`src/hw/rtl/slsw_pkg.sv`:
```
// ----------------------------------------------------------------------------
// slsw_pkg
// Shared types and constants of the sensor limit sentry watchdog.
// ----------------------------------------------------------------------------
package slsw_pkg;

  localparam int OP_W       = 3;
  localparam int CH_W       = 4;
  localparam int IN_VAL_W   = 32;
  localparam int MASK_W     = 16;
  localparam int CNT8_W     = 8;
  localparam int CFG_IDX_W  = 2;
  localparam int CFG_DATA_W = 8;
  localparam int CHCFG_W    = 5;
  localparam int CAUSE_W    = 2;

  localparam logic [OP_W-1:0] OP_SAMPLE = 3'd0;
  localparam logic [OP_W-1:0] OP_LIMITS = 3'd1;
  localparam logic [OP_W-1:0] OP_HEART  = 3'd2;
  localparam logic [OP_W-1:0] OP_TICK   = 3'd3;
  localparam logic [OP_W-1:0] OP_CLEAR  = 3'd4;

  localparam logic [CFG_IDX_W-1:0] CFG_CHANNELS  = 2'd0;
  localparam logic [CFG_IDX_W-1:0] CFG_STARTUP   = 2'd1;
  localparam logic [CFG_IDX_W-1:0] CFG_MIN_HEART = 2'd2;

  localparam logic [CHCFG_W-1:0] CHANNELS_RST  = 5'd16;
  localparam logic [CNT8_W-1:0]  STARTUP_RST   = 8'd10;
  localparam logic [CNT8_W-1:0]  MIN_HEART_RST = 8'd4;
  localparam logic [CNT8_W-1:0]  CNT8_MAX      = 8'hFF;

  localparam logic [CAUSE_W-1:0] CAUSE_NONE  = 2'd0;
  localparam logic [CAUSE_W-1:0] CAUSE_HEART = 2'd1;
  localparam logic [CAUSE_W-1:0] CAUSE_TRIP  = 2'd2;

  typedef struct packed {
    logic accept;
    logic load_imm;
    logic step;
    logic load_walk;
  } ctrl_cmd_t;

  typedef struct packed {
    logic needs_walk;
    logic last_step;
  } dp_status_t;

endpackage

```
`src/hw/rtl/slsw_dp.sv`:
```
// ----------------------------------------------------------------------------
// slsw_dp
// Datapath: channel tables, trip masks, counters, configuration registers,
// the one-channel-per-cycle limit compare and the result register.
// ----------------------------------------------------------------------------
module slsw_dp import slsw_pkg::*; #(
  parameter int NUM_CHANNELS = 16,
  parameter int VALUE_BITS   = 32
) (
  input  logic                       clk,
  input  logic                       rst_n,
  input  ctrl_cmd_t                  cmd,
  output dp_status_t                 sts,
  input  logic                       cfg_we,
  input  logic [CFG_IDX_W-1:0]       cfg_index,
  input  logic [CFG_DATA_W-1:0]      cfg_data,
  input  logic [OP_W-1:0]            in_op,
  input  logic [CH_W-1:0]            in_channel,
  input  logic signed [IN_VAL_W-1:0] in_reading,
  input  logic signed [IN_VAL_W-1:0] in_low_limit,
  input  logic signed [IN_VAL_W-1:0] in_high_limit,
  output logic [MASK_W-1:0]          out_upper_tripped,
  output logic [MASK_W-1:0]          out_lower_tripped,
  output logic                       out_safe_mode,
  output logic [CAUSE_W-1:0]         out_cause
);

  localparam int IDX_W = (NUM_CHANNELS > 1) ? $clog2(NUM_CHANNELS) : 1;
  localparam int N_W   = 6;

  logic signed [VALUE_BITS-1:0] rd_q [NUM_CHANNELS];
  logic signed [VALUE_BITS-1:0] lo_q [NUM_CHANNELS];
  logic signed [VALUE_BITS-1:0] hi_q [NUM_CHANNELS];
  logic [NUM_CHANNELS-1:0]      vld_r;

  logic [MASK_W-1:0]  up_r, lw_r;
  logic [CNT8_W-1:0]  sec_r, hb_r;
  logic [IDX_W-1:0]   cnt_r;
  logic [CHCFG_W-1:0] chan_cfg_r;
  logic [CNT8_W-1:0]  startup_r, min_hb_r;

  logic [CNT8_W-1:0]       sec_inc;
  logic                    check, hb_low;
  logic [N_W-1:0]          n_eff;
  logic [IDX_W+CH_W-1:0]   ch_ext;
  logic [IDX_W-1:0]        ch_idx;
  logic                    ch_ok;
  logic [IDX_W+CH_W-1:0]   cnt_ext;
  logic [MASK_W-1:0]       bit_sel;
  logic signed [VALUE_BITS-1:0] sel_rd, sel_lo, sel_hi;
  logic signed [VALUE_BITS-1:0] new_lo, new_hi, new_rd;
  logic [VALUE_BITS:0]     lim_sum;
  logic [MASK_W-1:0]       up_imm, lw_imm;
  logic                    safe_imm;

  always_comb begin
    sec_inc  = (sec_r == CNT8_MAX) ? sec_r : sec_r + 8'd1;
    check    = sec_inc >= startup_r;
    hb_low   = hb_r < min_hb_r;
    n_eff    = ({1'b0, chan_cfg_r} > N_W'(NUM_CHANNELS)) ? N_W'(NUM_CHANNELS)
                                                         : {1'b0, chan_cfg_r};
    sts.needs_walk = (in_op == OP_TICK) && check && !hb_low && (n_eff != '0);
    sts.last_step  = (N_W'(cnt_r) + N_W'(1)) == n_eff;

    ch_ext  = {{IDX_W{1'b0}}, in_channel};
    ch_idx  = ch_ext[IDX_W-1:0];
    ch_ok   = ch_ext < (IDX_W+CH_W)'(NUM_CHANNELS);

    new_lo  = in_low_limit[VALUE_BITS-1:0];
    new_hi  = in_high_limit[VALUE_BITS-1:0];
    lim_sum = {new_lo[VALUE_BITS-1], new_lo} + {new_hi[VALUE_BITS-1], new_hi};
    new_rd  = lim_sum[VALUE_BITS:1];

    cnt_ext = {{CH_W{1'b0}}, cnt_r};
    bit_sel = (cnt_ext[IDX_W+CH_W-1:CH_W] == '0) ? (MASK_W'(1) << cnt_ext[CH_W-1:0])
                                                 : '0;
    sel_rd  = vld_r[cnt_r] ? rd_q[cnt_r] : '0;
    sel_lo  = vld_r[cnt_r] ? lo_q[cnt_r] : '0;
    sel_hi  = vld_r[cnt_r] ? hi_q[cnt_r] : '0;

    up_imm   = (in_op == OP_CLEAR) ? '0 : up_r;
    lw_imm   = (in_op == OP_CLEAR) ? '0 : lw_r;
    safe_imm = (in_op == OP_TICK) && check && hb_low;
  end

  always_ff @(posedge clk) begin
    if (!rst_n) begin
      vld_r      <= '0;
      up_r       <= '0;
      lw_r       <= '0;
      sec_r      <= '0;
      hb_r       <= '0;
      cnt_r      <= '0;
      chan_cfg_r <= CHANNELS_RST;
      startup_r  <= STARTUP_RST;
      min_hb_r   <= MIN_HEART_RST;
    end else begin
      if (cfg_we) begin
        case (cfg_index)
          CFG_CHANNELS:  chan_cfg_r <= cfg_data[CHCFG_W-1:0];
          CFG_STARTUP:   startup_r  <= cfg_data;
          CFG_MIN_HEART: min_hb_r   <= cfg_data;
          default: ;
        endcase
      end
      if (cmd.accept) begin
        cnt_r <= '0;
        case (in_op)
          OP_SAMPLE: if (ch_ok) vld_r[ch_idx] <= 1'b1;
          OP_LIMITS: if (ch_ok) vld_r[ch_idx] <= 1'b1;
          OP_HEART:  if (hb_r != CNT8_MAX) hb_r <= hb_r + 8'd1;
          OP_TICK: begin
            sec_r <= sec_inc;
            hb_r  <= '0;
          end
          OP_CLEAR: begin
            up_r <= '0;
            lw_r <= '0;
          end
          default: ;
        endcase
      end
      if (cmd.step) begin
        cnt_r <= IDX_W'(cnt_r + 1'b1);
        if (sel_rd > sel_hi) up_r <= up_r | bit_sel;
        if (sel_rd < sel_lo) lw_r <= lw_r | bit_sel;
      end
    end
  end

  always_ff @(posedge clk) begin
    if (cmd.accept && ch_ok) begin
      case (in_op)
        OP_SAMPLE: begin
          rd_q[ch_idx] <= in_reading[VALUE_BITS-1:0];
          if (!vld_r[ch_idx]) begin
            lo_q[ch_idx] <= '0;
            hi_q[ch_idx] <= '0;
          end
        end
        OP_LIMITS: begin
          rd_q[ch_idx] <= new_rd;
          lo_q[ch_idx] <= new_lo;
          hi_q[ch_idx] <= new_hi;
        end
        default: ;
      endcase
    end
  end

  always_ff @(posedge clk) begin
    if (cmd.load_imm) begin
      out_upper_tripped <= up_imm;
      out_lower_tripped <= lw_imm;
      out_safe_mode     <= safe_imm;
      out_cause         <= safe_imm ? CAUSE_HEART : CAUSE_NONE;
    end else if (cmd.load_walk) begin
      out_upper_tripped <= up_r;
      out_lower_tripped <= lw_r;
      out_safe_mode     <= (up_r != '0) || (lw_r != '0);
      out_cause         <= ((up_r != '0) || (lw_r != '0)) ? CAUSE_TRIP : CAUSE_NONE;
    end
  end

endmodule

```
`src/hw/rtl/slsw_ctrl.sv`:
```
// ----------------------------------------------------------------------------
// slsw_ctrl
// Controller: input and result handshakes, channel walk sequencing and the
// result valid flag.
// ----------------------------------------------------------------------------
module slsw_ctrl import slsw_pkg::*; (
  input  logic       clk,
  input  logic       rst_n,
  input  logic       in_valid,
  output logic       in_stall,
  output logic       out_valid,
  input  logic       out_stall,
  input  dp_status_t sts,
  output ctrl_cmd_t  cmd
);

  localparam logic [1:0] ST_IDLE = 2'd0;
  localparam logic [1:0] ST_WALK = 2'd1;
  localparam logic [1:0] ST_FIN  = 2'd2;

  logic [1:0] state_r, state_nxt;
  logic       out_valid_r, out_valid_nxt;
  logic       out_free;

  always_comb begin
    out_free      = !out_valid_r || !out_stall;
    in_stall      = (state_r != ST_IDLE) || !out_free;
    cmd           = '0;
    state_nxt     = state_r;
    case (state_r)
      ST_IDLE: begin
        cmd.accept   = in_valid && out_free;
        cmd.load_imm = cmd.accept && !sts.needs_walk;
        if (cmd.accept && sts.needs_walk) state_nxt = ST_WALK;
      end
      ST_WALK: begin
        cmd.step = 1'b1;
        if (sts.last_step) state_nxt = ST_FIN;
      end
      ST_FIN: begin
        cmd.load_walk = out_free;
        if (out_free) state_nxt = ST_IDLE;
      end
      default: state_nxt = ST_IDLE;
    endcase
    out_valid_nxt = (out_valid_r && out_stall) || cmd.load_imm || cmd.load_walk;
  end

  always_ff @(posedge clk) begin
    if (!rst_n) begin
      state_r     <= ST_IDLE;
      out_valid_r <= 1'b0;
    end else begin
      state_r     <= state_nxt;
      out_valid_r <= out_valid_nxt;
    end
  end

  assign out_valid = out_valid_r;

  a_no_overwrite: assert property (@(posedge clk) disable iff (!rst_n)
    (cmd.load_imm || cmd.load_walk) |-> (!out_valid_r || !out_stall))
    else $error("result register loaded while a result is still held");

  a_imm_result: assert property (@(posedge clk) disable iff (!rst_n)
    cmd.load_imm |=> out_valid_r)
    else $error("single-cycle item produced no result");

  a_walk_end: assert property (@(posedge clk) disable iff (!rst_n)
    (state_r == ST_WALK && sts.last_step) |=> (state_r == ST_FIN))
    else $error("channel walk did not finish after its last channel");

  a_walk_entry: assert property (@(posedge clk) disable iff (!rst_n)
    (cmd.accept && sts.needs_walk) |=> (state_r == ST_WALK && !out_valid_nxt))
    else $error("tick with compare did not start the channel walk");

endmodule

```
`src/hw/rtl/sensor_limit_sentry_watchdog.sv`:
```
// ----------------------------------------------------------------------------
// sensor_limit_sentry_watchdog
// Results: a sample, limit set, heartbeat, clear or uncompared tick is in the
//   output register in the cycle after acceptance; a compared tick first walks
//   n = min(channels_in_use, NUM_CHANNELS) channels, then waits for a free output.
// Throughput: one item per cycle while the output does not stall; compared ticks
//   hold the input while the single compare unit walks one channel a cycle.
// Reset (synchronous): tables read as zero, masks and counters clear, config
//   registers take their defaults; no clearing pass is needed.
// ----------------------------------------------------------------------------
module sensor_limit_sentry_watchdog import slsw_pkg::*; #(
  parameter int NUM_CHANNELS = 16,
  parameter int VALUE_BITS   = 32
) (
  input  logic                       clk,
  input  logic                       rst_n,
  input  logic                       in_valid,
  output logic                       in_stall,
  input  logic [OP_W-1:0]            in_op,
  input  logic [CH_W-1:0]            in_channel,
  input  logic signed [IN_VAL_W-1:0] in_reading,
  input  logic signed [IN_VAL_W-1:0] in_low_limit,
  input  logic signed [IN_VAL_W-1:0] in_high_limit,
  output logic                       out_valid,
  input  logic                       out_stall,
  output logic [MASK_W-1:0]          out_upper_tripped,
  output logic [MASK_W-1:0]          out_lower_tripped,
  output logic                       out_safe_mode,
  output logic [CAUSE_W-1:0]         out_cause,
  input  logic                       cfg_valid,
  output logic                       cfg_ready,
  input  logic [CFG_IDX_W-1:0]       cfg_index,
  input  logic [CFG_DATA_W-1:0]      cfg_data
);

  ctrl_cmd_t  cmd;
  dp_status_t sts;

  assign cfg_ready = 1'b1;

  slsw_ctrl u_ctrl (
    .clk       (clk),
    .rst_n     (rst_n),
    .in_valid  (in_valid),
    .in_stall  (in_stall),
    .out_valid (out_valid),
    .out_stall (out_stall),
    .sts       (sts),
    .cmd       (cmd)
  );

  slsw_dp #(
    .NUM_CHANNELS (NUM_CHANNELS),
    .VALUE_BITS   (VALUE_BITS)
  ) u_dp (
    .clk               (clk),
    .rst_n             (rst_n),
    .cmd               (cmd),
    .sts               (sts),
    .cfg_we            (cfg_valid && cfg_ready),
    .cfg_index         (cfg_index),
    .cfg_data          (cfg_data),
    .in_op             (in_op),
    .in_channel        (in_channel),
    .in_reading        (in_reading),
    .in_low_limit      (in_low_limit),
    .in_high_limit     (in_high_limit),
    .out_upper_tripped (out_upper_tripped),
    .out_lower_tripped (out_lower_tripped),
    .out_safe_mode     (out_safe_mode),
    .out_cause         (out_cause)
  );

endmodule

```
`config.mk`:
```
export PLATFORM = sky130hd
export DESIGN_NAME = sensor_limit_sentry_watchdog
export DESIGN_NICKNAME = d
export VERILOG_FILES = /design/src/hw/rtl/slsw_pkg.sv /design/src/hw/rtl/slsw_dp.sv /design/src/hw/rtl/slsw_ctrl.sv /design/src/hw/rtl/sensor_limit_sentry_watchdog.sv
export SDC_FILE = /design/constraint.sdc
export NUM_CORES = 2
export LEC_CHECK = 0
export BUFFER_PORTS_ARGS = -buffer_cell sky130_fd_sc_hd__buf_2
export CORE_MARGIN = 1
export CORE_UTILIZATION = 35
export DETAILED_ROUTE_END_ITERATION = 8
export SYNTH_ARGS = -nofsm -noshare
export SYNTH_HDL_FRONTEND = slang
export SYNTH_SLANG_ARGS = --single-unit
```
`constraint.sdc`:
```
create_clock -name clk -period 10.2 [get_ports clk]
set_clock_uncertainty 0.15 [all_clocks]
set_input_delay 3.06 -clock clk [delete_from_list [all_inputs] [get_ports clk]]
set_output_delay 3.06 -clock clk [all_outputs]
set_load 0.01 [all_outputs]
```
Word-level counts from Yosys, hierarchy flattened --
Memory sizes are Yosys's and may differ from the RTL's. A register that Yosys moved wholly into a read port is not among the register bits. Index checks and enable logic that the tools add are counted.
Operators by class: multiplexer cells 59, reductions and logical operators 37, shift operators 1, magnitude comparators 8, bitwise logic cells 6, eq/ne operators 15, add/sub/neg operators 5
Operators by type and width (count):
- $mux 16 | 12
- $mux 32 | 6
- $or 16x16->16 | 3
- $add 32x32->33 | 1
- $gt 32x32->1 | 1
- $lt 32x32->1 | 1
- $mux 4 | 8
- $reduce_bool 16->1 | 2
- $mux 1 | 18
- $add 8x1->8 const B | 2
- $mux 8 | 2
- $pmux 8 s2 | 1
- $shl 1x4->16 const A | 1
- $mux 2 | 7
- $lt 4x5->1 const B | 2
- $reduce_and 2->1 | 5
- $logic_and 1x1->1 | 9
- $bmux 1 s4 | 2
- $eq 8x8->1 const B | 1
- $ge 8x8->1 | 1
- $lt 8x8->1 | 1
- $ne 8x8->1 const B | 1
- $reduce_bool 2->1 | 4
- $eq 3x2->1 const B | 2
- other kinds (22) | 38
Storage, ports and cells: logic and storage cells 149, output and inout port bits 38, flip-flop bits (word level) 127, bits in writable memories 1536, bits of input ports 118, memories kept 3
Memories:
- u_dp.hi_q | depth 16, bits a word 32, rd ports 1, clocked after Yosys merged registers in 1, wr ports 1, line slsw_dp.sv:33 | logic signed [VALUE_BITS-1:0] hi_q [NUM_CHANNELS];
- u_dp.lo_q | depth 16, bits a word 32, rd ports 1, clocked after Yosys merged registers in 1, wr ports 1, line slsw_dp.sv:32 | logic signed [VALUE_BITS-1:0] lo_q [NUM_CHANNELS];
- u_dp.rd_q | depth 16, bits a word 32, rd ports 1, clocked after Yosys merged registers in 1, wr ports 1, line slsw_dp.sv:31 | logic signed [VALUE_BITS-1:0] rd_q [NUM_CHANNELS];

Logic depth before layout (Yosys ltp) --
depth in word-level cells 13, gate-level depth with buffers 19, depth with buffers taken out 15

By module --
From an unflattened synthesis, not the netlist that was laid out.
Unflattened totals: cell total of the unflattened synthesis 3385, area, all modules 67591.1 µm²
Modules (own cells, without submodules):
- slsw_dp | times used 1, cells an instance 3363, sequential area each 49037.0 µm², area an instance 67413.4 µm²
- slsw_ctrl | times used 1, cells an instance 20, sequential area each 60.1 µm², area an instance 166.4 µm²
- sensor_limit_sentry_watchdog | times used 1, cells an instance 2, sequential area each 0.0 µm², area an instance 11.3 µm²

Worst setup path before layout --
No wires, ideal clock.
path type input to register, start point input in_channel[0], end point memory u_dp.hi_q[2][0], enable pin, buffers on the path 1, setup time 0.564 ns, data arrival time 9.211 ns, slack 0.275 ns, data required time 9.486 ns, stages on the path 6, cells stage by stage clkbuf_1 -> mux4_2 -> mux4_2 -> a21boi_0 -> nand3b_1 -> nor3_1
On the way: cells in the longest elaborated chain, start to end 7
RTL lines:
- start, declared | line sensor_limit_sentry_watchdog.sv:20 | input logic [CH_W-1:0] in_channel,
- $bmux 1 s4 | line slsw_dp.sv:136 | if (!vld_r[ch_idx]) begin
- $mux 1 (not written as such) | line slsw_dp.sv:136
- $mux 1 | line slsw_dp.sv:136
- $mux 1 | line slsw_dp.sv:133 | case (in_op)
- $mux 1 | line slsw_dp.sv:132 | if (cmd.accept && ch_ok) begin
- $mux 1 (not written as such) | line slsw_dp.sv:138 | hi_q[ch_idx] <= '0;
- $or 1x1->1 (no line)
- end, declared | line slsw_dp.sv:33
Several ways; a longest one is shown, not always the timed one. The select of a mux whose other input is x is not followed.

Worst setup path in the final report --
start point input out_stall, end point output in_stall
On the way: cells in the longest elaborated chain, start to end 4
RTL lines:
- start, declared | line sensor_limit_sentry_watchdog.sv:25 | input logic out_stall,
- $logic_not 1->1 | line slsw_ctrl.sv:26 | out_free = !out_valid_r || !out_stall;
- $logic_or 1x1->1 | line slsw_ctrl.sv:26
- $logic_not 1->1 | line slsw_ctrl.sv:27 | in_stall = (state_r != ST_IDLE) || !out_free;
- $logic_or 1x1->1 | line slsw_ctrl.sv:27
- end, declared | line sensor_limit_sentry_watchdog.sv:18 | output logic in_stall,
No other way between the ends.

==> summary.txt <==
Sw Pwr - 2.93 mW
number of fill cells - 16,803
Fin Setup TNS - 0 ns
clock-pin slew on the worst setup and hold paths - 0.06 ns
vias per cell - 5.44
most frequent cells in the layout - edfxtp_1, mux4_2, nand2_1
worst endpoint required time - 6.99 ns
RSZ-0062 raised after global routing - no
core box area - 191,000 µm²
post-cts resize count - 0
Final Setup Violations - 0
largest net degree at the start of global routing - 118
register area share after synthesis - 72.6%
Num Clock Sinks - 1,667
TritonRoute pass-1 iters - 5
Pwr per Cell Area - 182 nW/µm²
hold_buf cts - 0
Synth-to-Final Area Change - 14.8%
clk_lat worst skew - 0.80 ns
Internal Pwr Total - 11.2 mW
share of layout cells above drive strength 1 - 26.9%
IO Count - 156
Post-synth EDFFs - 1,571
RePlAce Congestion - 0.880
Syn Area/Cell - 19.8 µm²
Initial Util - 35.4%
FFs w/ async S/R, synth - 0%
Yosys warning count - 0
Period minus WS final - 7.28 ns
CP startpoint kind - input port
#FFs+latches synth - 1,667
routed wire length - 180,000 µm
critical path capture point type - output port
Sw Share - 20.7%
Util after Layout - 40.7%
sequential power share - 53.0%
post-synth top area share - 69.7%
Fin. Hold Viols - 0
WP data arrival - 4.07 ns
Slew @ Worst Pin - 1.26 ns
DP Worst Slack - 2.45 ns
Tcrit/Tclk final - 71.3%
Total Die Area - 195,000 µm²
worst hold path type - reg -> reg
row count - 160
Distinct cells, synth - 73
# DRC - 0
worst ir drop on vdd - 0.000194 V
GRT Total Usage - 18.5%
clock share of power - 44.3%
DRT antenna net count - 0
pins over their slew limit - 0
first-pass GRT wire length - 257,000 µm
Leakage - 22.8 nW
GRT overflow - 0
Syn Std Cell Area - 67,600 µm²
MaxCap Viol Count - 0
critical path fanouts, max - 3
Syn Inst Count - 3,424
initial antenna violation count - 15
clk root buf - clkbuf_16
H-tree depth - 4
power share of the combinational group - 2.7%
final worst slack - 2.92 ns
port bufs - 154
register area - 49,100 µm²
NumNets Final - 3,911
Bufs on Longest Clock Path - 3
Synth area leaders - edfxtp_1, mux4_2, dfxtp_1
CP Class - in -> out
Max Freq - 137 MHz
synthesized net count - 3,660
via count - 34,409
leading area contributor after synthesis - edfxtp_1
Tot Pwr - 14.1 mW
Num CTS Buffers - 171
die width - 442 µm
worst hold slack - 0.324 ns
most common cell after layout, fill and taps aside - edfxtp_1
Die Y - 442 µm
Routed WL per cell - 28.5 µm
Post-synth top flop - edfxtp_1
post-CTS setup buffers - 0
multi-input logic area - 17,900 µm²
initial DRC count - 3,731
status - completed
HPWL after detailed placement - 111,000 µm
Slew HR - 15.8%
vias in the first global route - 34,629
TritonCTS clock tree - yes
[logic make-up (layout without fill, tap and decap cells)]
family,after synthesis,after routing,share of synthesized area (%)
simple gates,581,581,4.17
other cells,1,7,0.00554
buf+inv,239,627,1.36
xor+xnor,39,39,0.505
mux,506,506,16.5
flops,1667,1667,72.6
compound gates,273,273,2.71
fa+ha+maj,118,118,2.19
[critical path, stage by stage]
cell	delay [ns]
buf_2	0.11
and2_1	0.17
nor3_1	0.47
inv_1	0.10
buf_2	0.16
[synth_stat cells (2+ instances only)]
cell type	n
a2111oi_0	2
a21boi_0	2
a21o_1	32
a21oi_1	65
a221oi_1	7
a221oi_2	10
a311o_1	2
a31oi_1	15
a32oi_1	5
a41oi_1	5
and2_1	117
and3_1	9
buf_1	40
buf_2	6
buf_4	2
clkbuf_1	116
dfxtp_1	96
edfxtp_1	1571
ha_1	117
inv_1	73
mux2i_1	20
mux4_2	485
nand2_1	186
nand2b_1	20
nand3_1	22
nand3b_1	5
nand4_1	26
nor2_1	132
nor2b_1	10
nor3_1	25
nor3b_1	3
nor4_1	11
nor4b_1	2
o2111ai_1	3
o21a_1	16
o21ai_0	75
o21ai_1	3
o21bai_1	2
o31a_1	2
o31ai_1	8
o41ai_1	2
or2_2	3
or4_1	4
xnor2_1	22
xor2_1	17
[power by group through the flow]
stage               clock [mW]  combinational, mW  sequential [mW]
finish                    6.27              0.386             7.50
global route              6.61              0.415             7.50
CTS                       6.36              0.390             7.50
detailed placement           0              0.389             7.64
global placement             0              0.382             7.64
floorplan                    0              0.189             7.64
[cell type report]
type                       count  share of cell area [%]
antenna                        6                  0.0193
multi-input combinational   1518                    23.0
clock buffer                 217                    5.85
inverter                      74                   0.358
clock inverter                93                    1.41
sequential                  1667                    63.2
tap                         2511                    4.05
timing repair buffer         243                    2.05
[through the flow]
| stage | cell area, µm² | std cells |
|---|---|---|
| 2_1_floorplan | 67600 | 3424 |
| 3_3_place_gp | 72000 | 6013 |
| 3_5_place_dp | 72000 | 6013 |
| 4_1_cts | 77600 | 6323 |
| 5_1_grt | 77600 | 6324 |
| 6_report | 77700 | 6329 |
[worst paths after layout]
path	startpoint	end	slack, ns	cells after the start
setup / recovery	out_stall	in_stall	2.92	5
hold / removal	u_dp.lw_r[8]	u_dp.lw_r[8]	0.32	2
setup reg to reg	register	u_dp.up_r[2]	4.07	15
hold reg to reg	u_dp.lw_r[8]	u_dp.lw_r[8]	0.32	2
[flip-flops by register name, summed over array words and instances (netlist names), named ones only]
| name | flops |
|---|---|
| u_ctrl.out_valid | 1 |
| u_ctrl.state_r | 2 |
| u_dp.chan_cfg_r | 5 |
| u_dp.cnt_r | 4 |
| u_dp.hb_r | 8 |
| u_dp.hi_q | 512 |
| u_dp.lo_q | 512 |
| u_dp.lw_r | 16 |
| u_dp.min_hb_r | 8 |
| u_dp.out_cause | 2 |
| u_dp.out_lower_tripped | 16 |
| u_dp.out_safe_mode | 1 |
| u_dp.out_upper_tripped | 16 |
| u_dp.rd_q | 512 |
| u_dp.sec_r | 8 |
| u_dp.startup_r | 8 |
| u_dp.up_r | 16 |
| u_dp.vld_r | 16 |
[layer usage]
metal	GRT usage, %	vias to the layer above	part of all wire (%)
li1	-	14533	-
met1	24.7	18500	41
met2	31.2	1142	50
met3	2.72	232	5.6
met4	5.57	2	2.8
met5	0	-	0.0061
(Power assumes the default switching activity.)
